**src/hw/rtl/lrt_pkg.sv**
```systemverilog
// Package for the LRU tile residency list: sizes, opcodes, state codes,
// cell control type and the limit clamp. No dependencies.
package lrt_pkg;

	localparam int CAPACITY  = 8;
	localparam int ID_BITS   = 16;
	localparam int CNT_W     = $clog2(CAPACITY + 1);
	localparam int OPCODE_W  = 2;
	localparam int TILE_ID_W = 16;
	localparam int CFG_W     = 4;

	localparam logic [OPCODE_W-1:0] OP_TOUCH  = 2'd0;
	localparam logic [OPCODE_W-1:0] OP_REMOVE = 2'd1;
	localparam logic [OPCODE_W-1:0] OP_CLEAR  = 2'd2;
	localparam logic [OPCODE_W-1:0] OP_NOP    = 2'd3;

	typedef enum logic [3:0] {
		S_IDLE  = 4'b0001,
		S_FIND  = 4'b0010,
		S_EVICT = 4'b0100,
		S_RESP  = 4'b1000
	} lrt_state_t;

	typedef struct packed {
		logic shift;  // take the right neighbor's id
		logic load;   // take the new id (wins over shift)
	} lrt_cell_ctl_t;

	// Clamp the configured limit to 1..CAPACITY.
	function automatic logic [CNT_W-1:0] eff_limit(input logic [CFG_W-1:0] m);
		logic [CNT_W-1:0] r;
		if (m == '0) begin
			r = CNT_W'(1);
		end else if (int'(m) > CAPACITY) begin
			r = CNT_W'(CAPACITY);
		end else begin
			r = CNT_W'(m);
		end
		return r;
	endfunction

endpackage

```
**src/hw/rtl/lrt_cell.sv**
```systemverilog
// One list slot: holds an id, compares it to the key, passes the
// "match seen to the left" flag on. Depends on lrt_pkg.
module lrt_cell import lrt_pkg::*; (
	input  logic               clk,
	input  lrt_cell_ctl_t      ctl,
	input  logic [ID_BITS-1:0] right_id,
	input  logic [ID_BITS-1:0] new_id,
	input  logic [ID_BITS-1:0] key,
	input  logic               valid,
	input  logic               seen_in,
	output logic               seen_out,
	output logic [ID_BITS-1:0] id
);

	logic [ID_BITS-1:0] id_q;

	assign id       = id_q;
	assign seen_out = seen_in | (valid && (id_q == key));

	always_ff @(posedge clk) begin
		if (ctl.load) begin
			id_q <= new_id;
		end else if (ctl.shift) begin
			id_q <= right_id;
		end
	end

endmodule

```
**config.mk**
```make
export PLATFORM = sky130hd
export DESIGN_NAME = lrt_cell
export DESIGN_NICKNAME = d
export VERILOG_FILES = /design/src/hw/rtl/lrt_pkg.sv /design/src/hw/rtl/lrt_cell.sv
export SDC_FILE = /design/constraint.sdc
export NUM_CORES = 1
export LEC_CHECK = 0
export ABC_AREA = 1
export BUFFER_PORTS_ARGS = -buffer_cell sky130_fd_sc_hd__buf_2
export CAP_MARGIN = 20
export CORE_MARGIN = 4
export CORE_UTILIZATION = 40
export CTS_CLUSTER_DIAMETER = 80
export DETAILED_ROUTE_END_ITERATION = 12
export HOLD_SLACK_MARGIN = 0.05
export PLACE_DENSITY = 0.9
export REMOVE_ABC_BUFFERS = 1
export SLEW_MARGIN = 20
export SYNTH_ARGS = -nofsm -noshare
export SYNTH_HDL_FRONTEND = slang
export SYNTH_SLANG_ARGS = --single-unit
```
**constraint.sdc**
```tcl
create_clock -name clk -period 1.3 [get_ports clk]
set_input_delay 0.13 -clock clk [delete_from_list [all_inputs] [get_ports clk]]
set_output_delay 0.13 -clock clk [all_outputs]
set_load 0.01 [all_outputs]
```
==> results of run 1 <==
through the flow:
stage / hold WS (ns) / power (mW) / TNS, ns / setup WS (ns) / util, %
floorplan: 0.309 / 0.846 / 0 / 0.231 / -
global route: 0.123 / 1.34 / -0.347 / -0.347 / 60.7
detailed placement: 0.396 / 1.03 / 0 / 0.121 / 59.6
CTS: 0.109 / 1.27 / -0.181 / -0.181 / 60.7
finish: 0.113 / 1.26 / -0.205 / -0.205 / 60.7
global placement: 0.396 / 1.01 / 0 / 0.149 / 59.6
cell families after synthesis:
group,count (synthesis)
AO/OA/AOI/OAI,2
flip-flops,16
XOR/XNOR,5
AND/OR/NAND/NOR,91
buffers and inverters,25
timing repair:
| action | CTS | global route |
|---|---|---|
| cloned | 0 | 0 |
| pin swaps | 2 | 0 |
| endpoints found under the setup margin | 1 | 1 |
| hold buffers | 0 | 0 |
| resized for setup | 0 | 0 |
| setup buffers | 0 | 0 |
cell type report:
type / count / area share, %
flip-flops and latches: 16 / 34.8
multi-input cells: 98 / 29.3
repair buffers: 70 / 25.5
inverters: 22 / 5.97
well taps: 28 / 2.53
clock buffers: 3 / 1.63
clock inverters: 1 / 0.271
synth_stat cells (all sizes together):
master | number | share of area, %
nand2 | 76 | 29
inv | 22 | 8.3
edfxtp | 16 | 48
nor2 | 10 | 3.8
xnor2 | 5 | 4.4
nand3 | 4 | 2.0
buf | 3 | 2.4
a21boi | 1 | 0.76
o21ai | 1 | 0.50
or2 | 1 | 0.63
cell usage in the layout, fill, tap and decap left out:
cell / synthesis / layout
sky130_fd_sc_hd__buf_4: 1 / 1
sky130_fd_sc_hd__clkinv_1: 0 / 1
sky130_fd_sc_hd__nor2_1: 10 / 10
sky130_fd_sc_hd__buf_2: 1 / 69
sky130_fd_sc_hd__xnor2_1: 5 / 5
sky130_fd_sc_hd__inv_1: 21 / 21
sky130_fd_sc_hd__nand2_1: 76 / 76
sky130_fd_sc_hd__or2_2: 1 / 1
sky130_fd_sc_hd__clkbuf_4: 0 / 3
sky130_fd_sc_hd__a21boi_0: 1 / 1
sky130_fd_sc_hd__edfxtp_1: 16 / 16
sky130_fd_sc_hd__inv_2: 1 / 1
sky130_fd_sc_hd__o21ai_0: 1 / 1
sky130_fd_sc_hd__nand3_1: 4 / 4
layer usage:
layer	wire length, um	vias to the layer above	GRT usage, %
met3	135	2	0.891
met4	27	0	3.97
li1	-	555	-
met2	1370	27	29.5
met1	983	433	16.9
met5	0	-	0
worst paths after layout:
kind                        start  endpoint  slack [ns]  cells after the start
worst min-delay path  right_id[0]     id[0]        0.11                      3
worst max-delay path        id[2]  seen_out       -0.20                      8
where the power goes:
group	internal, mW	total, mW	leakage [nW]	switching (mW)
logic	0.160	0.333	0.649	0.173
clock network	0.111	0.255	0.0154	0.144
registers	0.636	0.677	0.165	0.0408
==> insert_results.sql, run 1 <==
INSERT INTO impl_metrics (metric_group, metric, value, unit) VALUES
('pwr', 'irDropWorstVdd', '0.593', 'mV'),
('finish', 'n_antenna_cell', '0', ''),
('sta', 'final_min_period_over_clock_period', '116', '%'),
('finish', 'layout.nets', '264', ''),
('run_status', 'outcome', 'finished with violations', ''),
('global_routing', 'first_global_vias', '970', ''),
('cts', 'clk_pin_slew', '0.09', 'ns'),
('finish', 'area_growth', '39.3', '%'),
('cts', 'cts_htree_levels', '1', ''),
('worst_setup_path', 'startpoint_type', 'register', ''),
('logic_synthesis', 'synthAdderAreaFrac', '0', '%'),
('finish', 'largest_register_ffs', '16', ''),
('sta', 'setup_viol', '1', ''),
('detailed_routing', 'route.detailed.vias_per_inst', '4.27', ''),
('floorplan', 'fp.dieW', '57.8', 'um'),
('floorplan', 'core_area', '2280', 'um^2'),
('finish', 'area.sequential', '480', 'um^2'),
('cts', 'cts-root-buf', 'sky130_fd_sc_hd__clkbuf_4', ''),
('sta', 'layout_setup_ws', '-0.205', 'ns'),
('detailed_routing', 'finalWirelength', '2.52', 'mm'),
('cts', 'cts_buffers', '3', ''),
('global_routing', 'grt_pass1_wl', '3.97', 'mm'),
('place', 'numPortBuffers', '69', ''),
('run_status', 'violations_in_the_final_reports', 'setup timing', ''),
('finish', 'fillCellCount', '223', ''),
('logic_synthesis', 'postSynthCellCount', '139', ''),
('worst_setup_path', 'critical_path_required', '1.17', 'ns'),
('finish', 'instances_no_fill', '238', ''),
('place', 'placed_cells', '234', ''),
('detailed_routing', 'routed-via-count', '1017', ''),
('cts', 'tritoncts', 'built', ''),
('sta', 'final_max_slew_viol_count', '0', ''),
('logic_synthesis', 'synthDistinctLibCells', '13', ''),
('worst_setup_path', 'crit_path_max_incr_delay', '0.42', 'ns'),
('sta', 'finalCriticalPeriod', '1.50', 'ns'),
('finish', 'drive_gt1_share', '35.7', '%'),
('sta', 'unrepaired_setup_endpoints_after_global_routing', 'yes', ''),
('cts', 'clock-sinks', '16', ''),
('worst_setup_path', 'slowest_library_cell_on_the_worst_path', 'sky130_fd_sc_hd__edfxtp_1', ''),
('worst_setup_path', 'path_max_fanout', '3', ''),
('hold_path', 'min_path_type', 'in -> reg', ''),
('logic_synthesis', 'synth_top_family_by_area', 'simple AND/OR/NAND/NOR gates', ''),
('floorplan', 'floorplan.initialDensity', '43.6', '%'),
('logic_synthesis', 'seq_area_frac_synth', '48.4', '%'),
('global_routing', 'grt_usage', '14.9', '%'),
('sta', 'max-slew-margin-rel', '75.7', '%'),
('cts', 'cts.path.max_buffers', '2', ''),
('global_routing', 'pin_count_of_the_biggest_net_entering_global_routing', '18', ''),
('worst_setup_path', 'cell_repeated_most_along_the_worst_path', 'sky130_fd_sc_hd__nor2_1', ''),
('detailed_routing', 'post-route-drc-count', '0', ''),
('worst_setup_path', 'timing_worst_setup_path_type', 'reg -> out', ''),
('place', 'place_hpwl', '2.20', 'mm'),
('finish', 'multiInputGateArea', '405', 'um^2'),
('worst_setup_path', 'crit_family', 'simple AND/OR/NAND/NOR gates', ''),
('logic_synthesis', 'simple_gate_share_of_the_synthesized_area', '35.2', '%'),
('sta', 'report.final.hold_viol_count', '0', ''),
('logic_synthesis', 'postSynthAreaPerCell', '7.14', 'um^2'),
('floorplan', 'ports_placed_on_the_boundary', '70', ''),
('finish', 'finish.instance_area', '1380', 'um^2'),
('worst_setup_path', 'critical_path.endpoint_type', 'primary output', ''),
('floorplan', 'die-area', '3340', 'um^2'),
('detailed_routing', 'wire_per_inst', '10.6', 'um'),
('place', 'post_dp_cell_area', '1360', 'um^2'),
('global_routing', 'global_route_overflow', '0', ''),
('detailed_routing', 'ant_nets', '0', ''),
('global_routing', 'antenna_found_initial', '0', ''),
('logic_synthesis', 'synth.area.mux_share', '0', '%'),
('floorplan', 'fp-row-count', '17', ''),
('logic_synthesis', 'synthesis.yosys.warnings', '0', ''),
('pwr', 'powerDensity', '914', 'nW/um^2'),
('detailed_routing', 'drt_pass1_iterations', '4', '');
No activity file was read; power rests on OpenSTA's default activity.
==> inputs of run 2 (changes only) <==
--- a/config.mk
+++ b/config.mk
@@ -9,11 +9,12 @@
 export BUFFER_PORTS_ARGS = -buffer_cell sky130_fd_sc_hd__buf_2
 export CAP_MARGIN = 20
 export CORE_MARGIN = 4
-export CORE_UTILIZATION = 40
+export CORE_UTILIZATION = 42
+export CTS_BUF_LIST = sky130_fd_sc_hd__clkbuf_8
 export CTS_CLUSTER_DIAMETER = 80
 export DETAILED_ROUTE_END_ITERATION = 12
 export HOLD_SLACK_MARGIN = 0.05
-export PLACE_DENSITY = 0.9
+export PLACE_DENSITY = 0.94
 export REMOVE_ABC_BUFFERS = 1
 export SLEW_MARGIN = 20
 export SYNTH_ARGS = -nofsm -noshare
==> run 2 against run 1 <==
  * The flow still finishes with violations (setup timing)
  * Die area shrank 4.1%
  * Worst hold slack improved by 0.034 ns
  * Maximum frequency up 5.9%
  * Final area increased by 1.9%
  * Largest cell class unchanged
  * Largest power group unchanged
  * Highest routed layer unchanged
==> insert_results.sql, run 2 (synthesis gave the netlist of run 1 again) <==
INSERT INTO impl_metrics (metric_group, metric, value, unit) VALUES
('finish', 'mostFrequentLayoutCells', 'sky130_fd_sc_hd__nand2_1, sky130_fd_sc_hd__buf_2, sky130_fd_sc_hd__inv_1, sky130_fd_sc_hd__edfxtp_1, sky130_fd_sc_hd__nor2_1', ''),
('sta', 'setup_viol', '1', ''),
('detailed_routing', 'ant_nets', '0', ''),
('floorplan', 'fp.dieW', '56.6', 'um'),
('sta', 'totalNegativeSetupSlack', '-0.121', 'ns'),
('detailed_routing', 'drt_pass1_iterations', '4', ''),
('worst_setup_path', 'cell_repeated_most_along_the_worst_path', 'sky130_fd_sc_hd__nand2_1', ''),
('sta', 'unrepaired_setup_endpoints_after_global_routing', 'yes', ''),
('finish', 'largest_register_ffs', '16', ''),
('cts', 'cts.path.max_buffers', '2', ''),
('global_routing', 'grtUsageMet2', '32.3', '%'),
('worst_setup_path', 'worstPathArrival', '1.29', 'ns'),
('detailed_routing', 'post-route-drc-count', '0', ''),
('detailed_routing', 'finalWirelength', '2.60', 'mm'),
('floorplan', 'ports_placed_on_the_boundary', '70', ''),
('cts', 'cts-root-buf', 'sky130_fd_sc_hd__clkbuf_8', ''),
('floorplan', 'fp.dieH', '56.6', 'um'),
('cts', 'clk_pin_slew', '0.06', 'ns'),
('finish', 'drive_gt1_share', '36.0', '%'),
('sta', 'tightestPinTransition', '0.367', 'ns'),
('floorplan', 'floorplan.initialDensity', '44.4', '%'),
('worst_setup_path', 'startpoint_type', 'register', ''),
('sta', 'max_clock_freq', '704', 'MHz'),
('place', 'place.gp.congestion', '0.812', ''),
('sta', 'report.final.hold_viol_count', '0', ''),
('global_routing', 'globalRoute.busiestLayer', 'met2', ''),
('sta', 'final_min_period_over_clock_period', '109', '%'),
('sta', 'layout_setup_ws', '-0.121', 'ns'),
('place', 'post_dp_cell_area', '1360', 'um^2'),
('sta', 'final_max_slew_viol_count', '0', ''),
('global_routing', 'pin_count_of_the_biggest_net_entering_global_routing', '18', ''),
('worst_setup_path', 'path_max_fanout', '3', ''),
('finish', 'layout.nets', '265', ''),
('run_status', 'outcome', 'finished with violations', ''),
('finish', 'finish.instance_area', '1410', 'um^2'),
('global_routing', 'globalRouteMet3Util', '2.30', '%'),
('floorplan', 'core_area', '2230', 'um^2'),
('finish', 'final_common_cell', 'sky130_fd_sc_hd__nand2_1', ''),
('job', 'cap_violations', '0', ''),
('floorplan', 'fp-row-count', '17', ''),
('cts', 'post_cts.resized_instances', '0', ''),
('global_routing', 'antenna_found_initial', '0', ''),
('cts', 'cts_buffers', '3', ''),
('run_status', 'violations_in_the_final_reports', 'setup timing', ''),
('finish', 'n_antenna_cell', '0', ''),
('worst_setup_path', 'critical_path.cell_chain', 'nand2_1 > nand2_1 > nor2_1 > nand3_1 > nor2_1 > nand2_1 > nand2_1 > buf_2', ''),
('hold_path', 'min_path_type', 'in -> reg', ''),
('floorplan', 'die-area', '3200', 'um^2'),
('finish', 'area_growth', '42.0', '%'),
('cts', 'cts_htree_levels', '1', ''),
('worst_setup_path', 'critical_path.endpoint_type', 'primary output', ''),
('place', 'numPortBuffers', '69', ''),
('worst_setup_path', 'critical_path_required', '1.17', 'ns'),
('global_routing', 'grt_usage', '17.2', '%'),
('pwr', 'irDropWorstVdd', '0.608', 'mV'),
('worst_setup_path', 'slowest_library_cell_on_the_worst_path', 'sky130_fd_sc_hd__edfxtp_1', ''),
('pwr', 'powerDensity', '984', 'nW/um^2'),
('global_routing', 'first_global_vias', '1042', ''),
('cts', 'tritoncts', 'built', ''),
('place', 'place_hpwl', '2.17', 'mm'),
('global_routing', 'global_route_overflow', '0', ''),
('cts', 'clock-sinks', '16', ''),
('sta', 'finalCriticalPeriod', '1.42', 'ns'),
('detailed_routing', 'route.detailed.vias_per_inst', '4.47', ''),
('pwr', 'leakage_power_of_the_design', '0.842', 'nW'),
('detailed_routing', 'first_iter_violations', '35', ''),
('sta', 'max-slew-margin-rel', '75.5', '%'),
('global_routing', 'globalRouteMet1Util', '19.0', '%'),
('detailed_routing', 'wire_per_inst', '10.9', 'um'),
('global_routing', 'grt_pass1_wl', '4.36', 'mm'),
('finish', 'final_core_utilization', '63.1', '%'),
('worst_setup_path', 'timing_worst_setup_path_type', 'reg -> out', ''),
('detailed_routing', 'routed-via-count', '1069', ''),
('worst_setup_path', 'crit_path_max_incr_delay', '0.42', 'ns');
-- run 2: routing by layer --
metal | up-vias | wire (um) | share of wire [%]
met5 | - | 0 | 0
met4 | 0 | 19 | 0.73
met3 | 2 | 153 | 5.9
met2 | 39 | 1480 | 57
met1 | 471 | 940 | 36
li1 | 557 | - | -
-- run 2: stage by stage --
stage,hold slack [ns],setup slack [ns],power (mW),std cells
3_3_place_gp,0.393,0.133,1.01,234
2_1_floorplan,0.309,0.231,0.846,136
3_5_place_dp,0.401,0.131,1.02,234
6_report,0.146,-0.121,1.39,239
5_1_grt,0.159,-0.280,1.46,239
4_1_cts,0.147,-0.133,1.39,239
-- run 2: path summary, 6_finish.rpt --
| check | cells past startpoint | start | slack [ns] | endpoint |
|---|---|---|---|---|
| max | 8 | id[5] | -0.12 | seen_out |
| min | 3 | right_id[11] | 0.15 | id[11] |
-- run 2: power breakdown --
part / total, mW / internal [mW] / leakage [nW] / switching (mW)
Clock: 0.371 / 0.209 / 0.0231 / 0.162
Sequential: 0.676 / 0.637 / 0.165 / 0.0390
Combinational: 0.339 / 0.164 / 0.654 / 0.175
-- run 2: repair_timing --
action	CTS	global route
hold buffers	0	0
gates cloned	0	0
buffers inserted	1	0
pin swaps	1	0
endpoints found under the setup margin	1	1
-- run 2: layout make-up --
type                            count  area (um^2)
Inverter                           22         82.6
Clock buffer                        3         41.3
Timing Repair Buffer               71          360
Fill cell                         217          825
Multi-Input combinational cell     98          405
Tap cell                           28         35.0
Sequential cell                    16          480
Clock inverter                      1         3.75
-- run 2: critical path: cells and delay by family (launching register included) --
family | cells | cell delay (ns)
buf+inv | 1 | 0.12
flops | 1 | 0.42
simple gates | 7 | 0.52
